## config.mk

```make
export PLATFORM = sky130hd
export DESIGN_NAME = mandelbrot_escape_time_core
export DESIGN_NICKNAME = d
export VERILOG_FILES = /design/src/sv/mbe_pkg.sv /design/src/sv/mandelbrot_escape_time_core.sv /design/src/sv/mbe_ctrl.sv /design/src/sv/mbe_datapath.sv
export SDC_FILE = /design/constraint.sdc
export NUM_CORES = 2
export LEC_CHECK = 0
export BUFFER_PORTS_ARGS = -buffer_cell sky130_fd_sc_hd__buf_4
export CAP_MARGIN = 25
export CELL_PAD_IN_SITES_DETAIL_PLACEMENT = 0
export CELL_PAD_IN_SITES_GLOBAL_PLACEMENT = 1
export CORE_ASPECT_RATIO = 0.8
export CORE_MARGIN = 2
export CORE_UTILIZATION = 55
export DETAILED_ROUTE_END_ITERATION = 8
export PLACE_DENSITY = 0.95
export SYNTH_ARGS = -nofsm -noshare
export SYNTH_HDL_FRONTEND = slang
export SYNTH_SLANG_ARGS = --single-unit
```

## constraint.sdc

```tcl
create_clock -name clk -period 23.3 [get_ports clk]
set_input_delay 2.33 -clock clk [delete_from_list [all_inputs] [get_ports clk]]
set_output_delay 2.33 -clock clk [all_outputs]
set_load 0.02 [all_outputs]
```

## src/sv/mbe_pkg.sv

```systemverilog
// ----------------------------------------------------------------------------
// Mandelbrot escape-time package
// Shared widths, fixed-point constants, controller states and the command
// and status bundles between the controller and the datapath.
// ----------------------------------------------------------------------------
package mbe_pkg;

	// Input points are signed Q4.28; the iterate z is held as signed Q8.28.
	localparam int FRAC_BITS = 28;
	localparam int IN_W      = 32;
	localparam int Z_W       = FRAC_BITS + 8;
	localparam int HALF_W    = Z_W / 2;
	localparam int PROD_W    = Z_W + HALF_W;
	localparam int ACC_W     = 2 * Z_W;
	localparam int ITER_W    = 16;
	localparam int CFG_W     = 16;
	localparam int COLOR_W   = 8;

	localparam logic [ITER_W-1:0]  DEPTH_RESET = ITER_W'(10000);
	localparam logic [COLOR_W-1:0] COLOR_MAX   = COLOR_W'(255);
	localparam logic [COLOR_W-1:0] COLOR_WRAP  = COLOR_W'(254);

	localparam logic signed [Z_W-1:0] Z_MAX = {1'b0, {(Z_W-1){1'b1}}};
	localparam logic signed [Z_W-1:0] Z_MIN = {1'b1, {(Z_W-1){1'b0}}};
	localparam logic signed [Z_W-1:0] FOUR  = Z_W'(4) << FRAC_BITS;

	// Controller states.
	typedef enum logic [2:0] {
		ST_IDLE,
		ST_MUL_LO,
		ST_MUL_HI,
		ST_ROUND,
		ST_UPDATE,
		ST_DONE
	} state_t;

	// Which product the shared multiplier is working on.
	typedef enum logic [1:0] {
		SEL_XX,
		SEL_YY,
		SEL_XY
	} sel_t;

	typedef struct packed {
		logic load;
		logic mul_lo;
		logic mul_hi;
		logic round;
		logic update;
		logic out_load;
		sel_t sel;
	} cmd_t;

	typedef struct packed {
		logic depth_zero;
		logic escaped;
		logic last_pass;
		logic out_free;
	} sts_t;

endpackage

```

## src/sv/mandelbrot_escape_time_core.sv

```systemverilog
// ----------------------------------------------------------------------------
// Mandelbrot escape-time core
// Iterates z = z^2 + c from zero for one point c per input beat and returns
// the escape pass modulo 255, or 255 when the point stays bounded.
//
//   channel | direction | tdata / wdata fields (low bit first)
//   s_      | in        | c_real[31:0], c_imag[63:32], signed Q4.28
//   m_      | out       | color_index[7:0]
//   cfg_    | in        | max_iterations[15:0], write on cfg_we
//
// For each item, one shared 36 x 18 multiplier forms the three products of each
// pass as a low half, a high half and a rounding step, plus one update of z.
// Passes are bounded by max_iterations, which resets to 10000.
// Reset is asynchronous and active low; no clearing pass is needed.
// A result waits in the output register; the core then takes the next point,
// but holds its own result until the output register is free.
// ----------------------------------------------------------------------------
module mandelbrot_escape_time_core (
	input  logic                              clk,
	input  logic                              arst_n,
	input  logic                              s_tvalid,
	output logic                              s_tready,
	input  logic [2*mbe_pkg::IN_W-1:0]        s_tdata,   // c_real, c_imag
	output logic                              m_tvalid,
	input  logic                              m_tready,
	output logic [mbe_pkg::COLOR_W-1:0]       m_tdata,   // color_index
	input  logic                              cfg_we,
	input  logic [mbe_pkg::CFG_W-1:0]         cfg_wdata  // max_iterations
);
	import mbe_pkg::*;

	cmd_t cmd;
	sts_t sts;

	// Sequencer.
	mbe_ctrl u_ctrl (
		.clk      (clk),
		.arst_n   (arst_n),
		.s_tvalid (s_tvalid),
		.s_tready (s_tready),
		.sts      (sts),
		.cmd      (cmd)
	);

	// Arithmetic, counters and output register.
	mbe_datapath u_datapath (
		.clk       (clk),
		.arst_n    (arst_n),
		.cmd       (cmd),
		.sts       (sts),
		.s_tdata   (s_tdata),
		.cfg_we    (cfg_we),
		.cfg_wdata (cfg_wdata),
		.m_tvalid  (m_tvalid),
		.m_tready  (m_tready),
		.m_tdata   (m_tdata)
	);

endmodule

```

## src/sv/mbe_ctrl.sv

```systemverilog
// ----------------------------------------------------------------------------
// Mandelbrot escape-time controller
// Steps the shared multiplier through the three products of each pass,
// then the update of z, and hands the finished result to the output stage.
// ----------------------------------------------------------------------------
module mbe_ctrl (
	input  logic          clk,
	input  logic          arst_n,
	input  logic          s_tvalid,
	output logic          s_tready,
	input  mbe_pkg::sts_t sts,
	output mbe_pkg::cmd_t cmd
);
	import mbe_pkg::*;

	state_t state_q;
	state_t state_d;
	sel_t   sel_q;

	// Next state.
	always_comb begin
		state_d = state_q;
		case (state_q)
			ST_IDLE: begin
				if (s_tvalid) begin
					state_d = sts.depth_zero ? ST_DONE : ST_MUL_LO;
				end
			end
			ST_MUL_LO: state_d = ST_MUL_HI;
			ST_MUL_HI: state_d = ST_ROUND;
			ST_ROUND: begin
				state_d = (sel_q == SEL_XY) ? ST_UPDATE : ST_MUL_LO;
			end
			ST_UPDATE: begin
				state_d = (sts.escaped || sts.last_pass) ? ST_DONE : ST_MUL_LO;
			end
			ST_DONE: begin
				if (sts.out_free) begin
					state_d = ST_IDLE;
				end
			end
			default: state_d = ST_IDLE;
		endcase
	end

	// Commands to the datapath.
	always_comb begin
		cmd          = '0;
		cmd.sel      = sel_q;
		s_tready     = 1'b0;
		case (state_q)
			ST_IDLE: begin
				s_tready = 1'b1;
				cmd.load = s_tvalid;
			end
			ST_MUL_LO: cmd.mul_lo = 1'b1;
			ST_MUL_HI: cmd.mul_hi = 1'b1;
			ST_ROUND:  cmd.round  = 1'b1;
			ST_UPDATE: cmd.update = 1'b1;
			ST_DONE:   cmd.out_load = sts.out_free;
			default: begin
				cmd = '0;
			end
		endcase
	end

	// State and product selector.
	always_ff @(posedge clk or negedge arst_n) begin
		if (!arst_n) begin
			state_q <= ST_IDLE;
			sel_q   <= SEL_XX;
		end else begin
			state_q <= state_d;
			if (state_q == ST_ROUND) begin
				case (sel_q)
					SEL_XX:  sel_q <= SEL_YY;
					SEL_YY:  sel_q <= SEL_XY;
					default: sel_q <= SEL_XX;
				endcase
			end else if (state_q == ST_IDLE) begin
				sel_q <= SEL_XX;
			end
		end
	end

endmodule

```

## src/sv/mbe_datapath.sv

```systemverilog
// ----------------------------------------------------------------------------
// Mandelbrot escape-time datapath
// Holds c, z, the depth register and the pass counters, one shared
// 36 x 18 multiplier with its accumulator, and the output register.
// ----------------------------------------------------------------------------
module mbe_datapath (
	input  logic                                clk,
	input  logic                                arst_n,
	input  mbe_pkg::cmd_t                       cmd,
	output mbe_pkg::sts_t                       sts,
	input  logic [2*mbe_pkg::IN_W-1:0]          s_tdata,
	input  logic                                cfg_we,
	input  logic [mbe_pkg::CFG_W-1:0]           cfg_wdata,
	output logic                                m_tvalid,
	input  logic                                m_tready,
	output logic [mbe_pkg::COLOR_W-1:0]         m_tdata
);
	import mbe_pkg::*;

	logic [ITER_W-1:0]        max_iter_q;
	logic signed [Z_W-1:0]    a_q, b_q, x_q, y_q;
	logic signed [Z_W-1:0]    x2_q, y2_q, xy2_q;
	logic [ACC_W-1:0]         acc_q;
	logic                     neg_q;
	logic [ITER_W-1:0]        iter_q;
	logic [COLOR_W-1:0]       mod_q;
	logic [COLOR_W-1:0]       res_q;
	logic [COLOR_W-1:0]       color_q;
	logic                     out_valid_q;

	logic [IN_W-1:0]          c_real, c_imag;
	logic [Z_W-1:0]           opa, opb, ua, ub;
	logic [HALF_W-1:0]        ub_part;
	logic [PROD_W-1:0]        prod;
	logic [ACC_W-1:0]         qf;
	logic                     rem_nz;
	logic [Z_W:0]             q1;
	logic signed [Z_W-1:0]    rounded;
	logic signed [Z_W+1:0]    sum_x, sum_y, mag;
	logic signed [Z_W-1:0]    next_x, next_y;
	logic                     escaped;

	function automatic logic signed [Z_W+1:0] sext2(input logic signed [Z_W-1:0] v);
		sext2 = signed'({{2{v[Z_W-1]}}, v});
	endfunction

	function automatic logic signed [Z_W-1:0] sat_z(input logic signed [Z_W+1:0] v);
		if (v > sext2(Z_MAX)) begin
			sat_z = Z_MAX;
		end else if (v < sext2(Z_MIN)) begin
			sat_z = Z_MIN;
		end else begin
			sat_z = v[Z_W-1:0];
		end
	endfunction

	assign c_real = s_tdata[IN_W-1:0];
	assign c_imag = s_tdata[2*IN_W-1:IN_W];

	// Operand selection and magnitudes for the unsigned multiplier.
	always_comb begin
		case (cmd.sel)
			SEL_XX: begin
				opa = x_q;
				opb = x_q;
			end
			SEL_YY: begin
				opa = y_q;
				opb = y_q;
			end
			default: begin
				opa = x_q;
				opb = y_q;
			end
		endcase
	end

	assign ua      = opa[Z_W-1] ? (~opa + Z_W'(1)) : opa;
	assign ub      = opb[Z_W-1] ? (~opb + Z_W'(1)) : opb;
	assign ub_part = cmd.mul_hi ? ub[Z_W-1:HALF_W] : ub[HALF_W-1:0];
	assign prod    = PROD_W'(ua) * PROD_W'(ub_part);

	// Truncate the product toward minus infinity and saturate. The cross
	// product is doubled by shifting one bit less.
	always_comb begin
		if (cmd.sel == SEL_XY) begin
			qf     = acc_q >> (FRAC_BITS - 1);
			rem_nz = |acc_q[FRAC_BITS-2:0];
		end else begin
			qf     = acc_q >> FRAC_BITS;
			rem_nz = |acc_q[FRAC_BITS-1:0];
		end
		q1 = {1'b0, qf[Z_W-1:0]} + (Z_W+1)'(rem_nz);
		if (!neg_q) begin
			rounded = (|qf[ACC_W-1:Z_W-1]) ? Z_MAX : signed'(qf[Z_W-1:0]);
		end else if ((|qf[ACC_W-1:Z_W]) || (|q1[Z_W:Z_W-1])) begin
			rounded = Z_MIN;
		end else begin
			rounded = signed'(~q1[Z_W-1:0] + Z_W'(1));
		end
	end

	// New z and the escape test on the old squares.
	assign sum_x   = sext2(x2_q) - sext2(y2_q) + sext2(a_q);
	assign sum_y   = sext2(xy2_q) + sext2(b_q);
	assign next_x  = sat_z(sum_x);
	assign next_y  = sat_z(sum_y);
	assign mag     = sext2(x2_q) + sext2(y2_q);
	assign escaped = mag > sext2(FOUR);

	assign sts.depth_zero = (max_iter_q == '0);
	assign sts.escaped    = escaped;
	assign sts.last_pass  = ((iter_q + ITER_W'(1)) == max_iter_q);
	assign sts.out_free   = !out_valid_q || m_tready;

	// Control registers: depth and output valid.
	always_ff @(posedge clk or negedge arst_n) begin
		if (!arst_n) begin
			max_iter_q  <= DEPTH_RESET;
			out_valid_q <= 1'b0;
		end else begin
			if (cfg_we) begin
				max_iter_q <= cfg_wdata[ITER_W-1:0];
			end
			if (cmd.out_load) begin
				out_valid_q <= 1'b1;
			end else if (m_tready) begin
				out_valid_q <= 1'b0;
			end
		end
	end

	// Payload registers.
	always_ff @(posedge clk) begin
		if (cmd.load) begin
			a_q    <= signed'({{(Z_W-IN_W){c_real[IN_W-1]}}, c_real});
			b_q    <= signed'({{(Z_W-IN_W){c_imag[IN_W-1]}}, c_imag});
			x_q    <= '0;
			y_q    <= '0;
			iter_q <= '0;
			mod_q  <= '0;
			res_q  <= COLOR_MAX;
		end
		if (cmd.mul_lo) begin
			acc_q <= ACC_W'(prod);
			neg_q <= opa[Z_W-1] ^ opb[Z_W-1];
		end
		if (cmd.mul_hi) begin
			acc_q <= acc_q + (ACC_W'(prod) << HALF_W);
		end
		if (cmd.round) begin
			case (cmd.sel)
				SEL_XX:  x2_q  <= rounded;
				SEL_YY:  y2_q  <= rounded;
				default: xy2_q <= rounded;
			endcase
		end
		if (cmd.update) begin
			x_q    <= next_x;
			y_q    <= next_y;
			iter_q <= iter_q + ITER_W'(1);
			mod_q  <= (mod_q == COLOR_WRAP) ? '0 : mod_q + COLOR_W'(1);
			if (escaped) begin
				res_q <= mod_q;
			end
		end
		if (cmd.out_load) begin
			color_q <= res_q;
		end
	end

	assign m_tvalid = out_valid_q;
	assign m_tdata  = color_q;

endmodule

```

==> qor.txt <==
Nature of the critical path endpoint = register
Detailed placer's ending HPWL = 121 mm
Syn Area/Cell = 8.85 µm²
Leading cell types by count after synthesis = sky130_fd_sc_hd__inv_1 (926), sky130_fd_sc_hd__nand2_1 (771), sky130_fd_sc_hd__fa_1 (583)
Die Span Y = 275 µm
Top flip-flop cell by instance count after synthesis = sky130_fd_sc_hd__edfxtp_1
Final Setup Violations = 0
Pin count of the biggest net entering global routing = 93
Total number of yosys warnings = 0
Count of input and output buffers = 94
Minimum period implied by the final worst setup slack = 13.56 ns
Maximum count of clock buffers along a single path = 3
Post-cts gate resize count = 0
Data arrival time of the critical path = 13.91 ns
CP Launch Point = u_ctrl.sel_q[1]$_DFFE_PN0P_
Critical path peak fanout = 13
Layout cells sized above 1 = 0.0654
Final Cell Area = 54200 µm²
Largest stage delay, worst path = 0.55 ns
Routed length per instance = 22.4 µm
FF+latch count, synth = 379
Die ar. = 94500 µm²
Synth async-reset ratio = 0.0580
Routability congestion estimate from global placement = 0.995
Worst Hold Launch = u_datapath.res_q[1]$_DFF_P_
Headroom to the max-slew limit = 0.112
Via density = 6.11
Critical path class = register to register
Standard cell core area = 91200 µm²
Cell taking the most area after synthesis = sky130_fd_sc_hd__fa_1
Critical path's slowest cell = sky130_fd_sc_hd__fa_1
Category of the worst setup path launch point = register
DRT iter0 DRCs = 5044
Layout area overhead = 7.02%
Unique cell type count in the Yosys netlist = 108
Remaining antenna violation count after routing = 0
Max Clk Rate = 73.7 MHz
# IOs = 95
Launch instance of the worst register-to-register path = u_ctrl.sel_q[1]$_DFFE_PN0P_
Layout Nets = 6717
Via count of the first global-routing pass = 40600
Proportion of netlist area held by the largest area contributor = 0.230
Library cell appearing most often on the critical path = sky130_fd_sc_hd__fa_1
Post-Route Setup TNS = 0 ns
Part of the Yosys area used for sequential elements = 0.221
Antenna violations before repair = 4
Remaining global-route overflow = 0
Quantity of hold-fixing buffers added after cts = 0
Area after detailed placement = 52700 µm²
Synth Net Count = 6726
Number of setup buffers added after CTS = 0
Worst setup skew after layout = 0.0225 ns
Die extent in x = 343 µm
Global Route Usage Sum = 0.330
Post-synth design cell area = 50600 µm²
Number of hold violations in the final report = 0
Placement Rows = 99
Cell types occupying the most area after synthesis = sky130_fd_sc_hd__fa_1 (23%), sky130_fd_sc_hd__edfxtp_1 (21%), sky130_fd_sc_hd__ha_1 (8.3%), sky130_fd_sc_hd__inv_1 (6.9%), sky130_fd_sc_hd__nand2_1 (5.7%)
Aggregate routed wire length = 156 mm
Clock transition at the registers of the reported paths = 0.07 ns
Most common cell in the netlist = sky130_fd_sc_hd__inv_1
Slew @ Worst Pin = 1.33 ns
Worst-case hold slack = 0.435 ns
Global-route wire length before repair = 241 mm
Detailed-router iteration count before antenna repair = 8
Clk sinks = 379
Type of the worst min-delay path = register to register
Clock tree from TritonCTS = yes
Max_cap viols = 0
Synthesized instance count = 5723
Unrepaired setup endpoints after global routing = false
Final worst slack = 9.74 ns
Root Driver = sky130_fd_sc_hd__clkbuf_16
# DRC = 0
Vias = 42500
Total CTS buffers = 44
Clock latency on the worst-skew pair = 0.60 ns
Deepest level of the CTS H-tree = 2
Placement Setup Slack = 9.97 ns
Post-synth EDFFs = 349
Final clock period utilization by the worst path = 0.582
Outcome = complete, no violations
Critical path required time = 23.65 ns
Initial Utilization = 0.556
Final number of max-transition violations = 0
-- worst paths after layout --
kind	to	slack (ns)	cells after the start
worst max-delay path	u_datapath.acc_q[71]$_SDFFCE_PP0P_	9.74	43
worst min-delay path	u_datapath.m_tdata[1]$_DFFE_PP_	0.44	0
worst max register to register	u_datapath.acc_q[71]$_SDFFCE_PP0P_	9.74	43
worst min register to register	u_datapath.m_tdata[1]$_DFFE_PP_	0.44	0
max in group asynchronous	u_datapath.max_iter_q[10]$_DFFE_PN1P_	21.33	1
min in group asynchronous	u_ctrl.sel_q[0]$_DFFE_PN0P_	1.66	1
-- cell usage in the layout, fill, tap and decap left out, types with 21 or more instances in the layout --
cell type and n:
sky130_fd_sc_hd__o21ai_0 270, sky130_fd_sc_hd__o31ai_1 39, sky130_fd_sc_hd__nand4_1 62, sky130_fd_sc_hd__nand3_1 96, sky130_fd_sc_hd__o211ai_1 28, sky130_fd_sc_hd__xor2_1 127
sky130_fd_sc_hd__a211oi_1 31, sky130_fd_sc_hd__a21boi_0 21, sky130_fd_sc_hd__clkbuf_16 45, sky130_fd_sc_hd__and3_1 35, sky130_fd_sc_hd__mux2i_1 86, sky130_fd_sc_hd__nor4_1 52
sky130_fd_sc_hd__and2_1 169, sky130_fd_sc_hd__edfxtp_1 349, sky130_fd_sc_hd__a21o_1 114, sky130_fd_sc_hd__nand2b_1 34, sky130_fd_sc_hd__a21oi_1 276, sky130_fd_sc_hd__nor3_1 89
sky130_fd_sc_hd__mux2_2 32, sky130_fd_sc_hd__ha_1 335, sky130_fd_sc_hd__nor2b_1 42, sky130_fd_sc_hd__o21a_1 33, sky130_fd_sc_hd__o21bai_1 29, sky130_fd_sc_hd__nor2_1 297
sky130_fd_sc_hd__fa_1 583, sky130_fd_sc_hd__buf_4 172, sky130_fd_sc_hd__xnor2_1 169, sky130_fd_sc_hd__a221oi_1 21, sky130_fd_sc_hd__nand2_1 770, sky130_fd_sc_hd__a31oi_1 42
sky130_fd_sc_hd__inv_1 926
-- flip-flops by register name (all words and copies together), names as in the netlist, 32 cells and up --
signal	count
u_datapath.x_q	36
u_datapath.a_q	32
u_datapath.xy2_q	36
u_datapath.y2_q	36
u_datapath.acc_q	72
u_datapath.x2_q	36
u_datapath.b_q	32
u_datapath.y_q	36
-- per-layer routing --
| metal | vias up | global-route usage | wire length, µm |
|---|---|---|---|
| li1 | 19000 | - | - |
| met4 | 2 | 0.0904 | 4920 |
| met5 | - | 0 | 12 |
| met3 | 320 | 0.0758 | 17600 |
| met1 | 20800 | 0.500 | 68300 |
| met2 | 2406 | 0.472 | 64900 |
-- through the flow --
step | cells | utilization
final | 6962 | 0.595
after global routing | 6961 | 0.595
after CTS | 6958 | 0.594
after detailed placement | 6877 | 0.578
after global placement | 6871 | 0.577
after floorplan | 5723 | -
-- final cells by class --
cell class	instances	area, µm²
Inverter	928	3480
Tap cell	1212	1520
Clock buffer	61	1230
Clock inverter	20	255
Sequential cell	379	11200
Multi-Input combinational cell	4180	35100
Antenna cell	1	2.50
Fill cell	7874	37000
Timing Repair Buffer	181	1400
-- cells by family (layout without fill, tap and decap cells) --
| kind of cell | after synthesis | after routing | synth area share |
|---|---|---|---|
| multiplexers | 119 | 119 | 0.0243 |
| AND/OR/NAND/NOR | 1754 | 1754 | 0.163 |
| XOR/XNOR | 303 | 303 | 0.0528 |
| flip-flops | 379 | 379 | 0.221 |
| buffers and inverters | 1164 | 1190 | 0.0887 |
| other | 0 | 1 | 0 |
| AO/OA/AOI/OAI | 1086 | 1086 | 0.137 |
| adder cells (fa/ha/maj) | 918 | 918 | 0.313 |
-- worst max-delay path, delay by kind of cell (launching register included) --
kind            cells  cell delay (ns)
simple gates       15             4.26
fa+ha+maj           9             4.17
compound gates      9             2.82
buf+inv             7             1.00
xor+xnor            3             0.55
flops               1             0.51
Power is not shown: default switching activity piles up to over one toggle a cycle in this logic, so the estimate is an artifact.
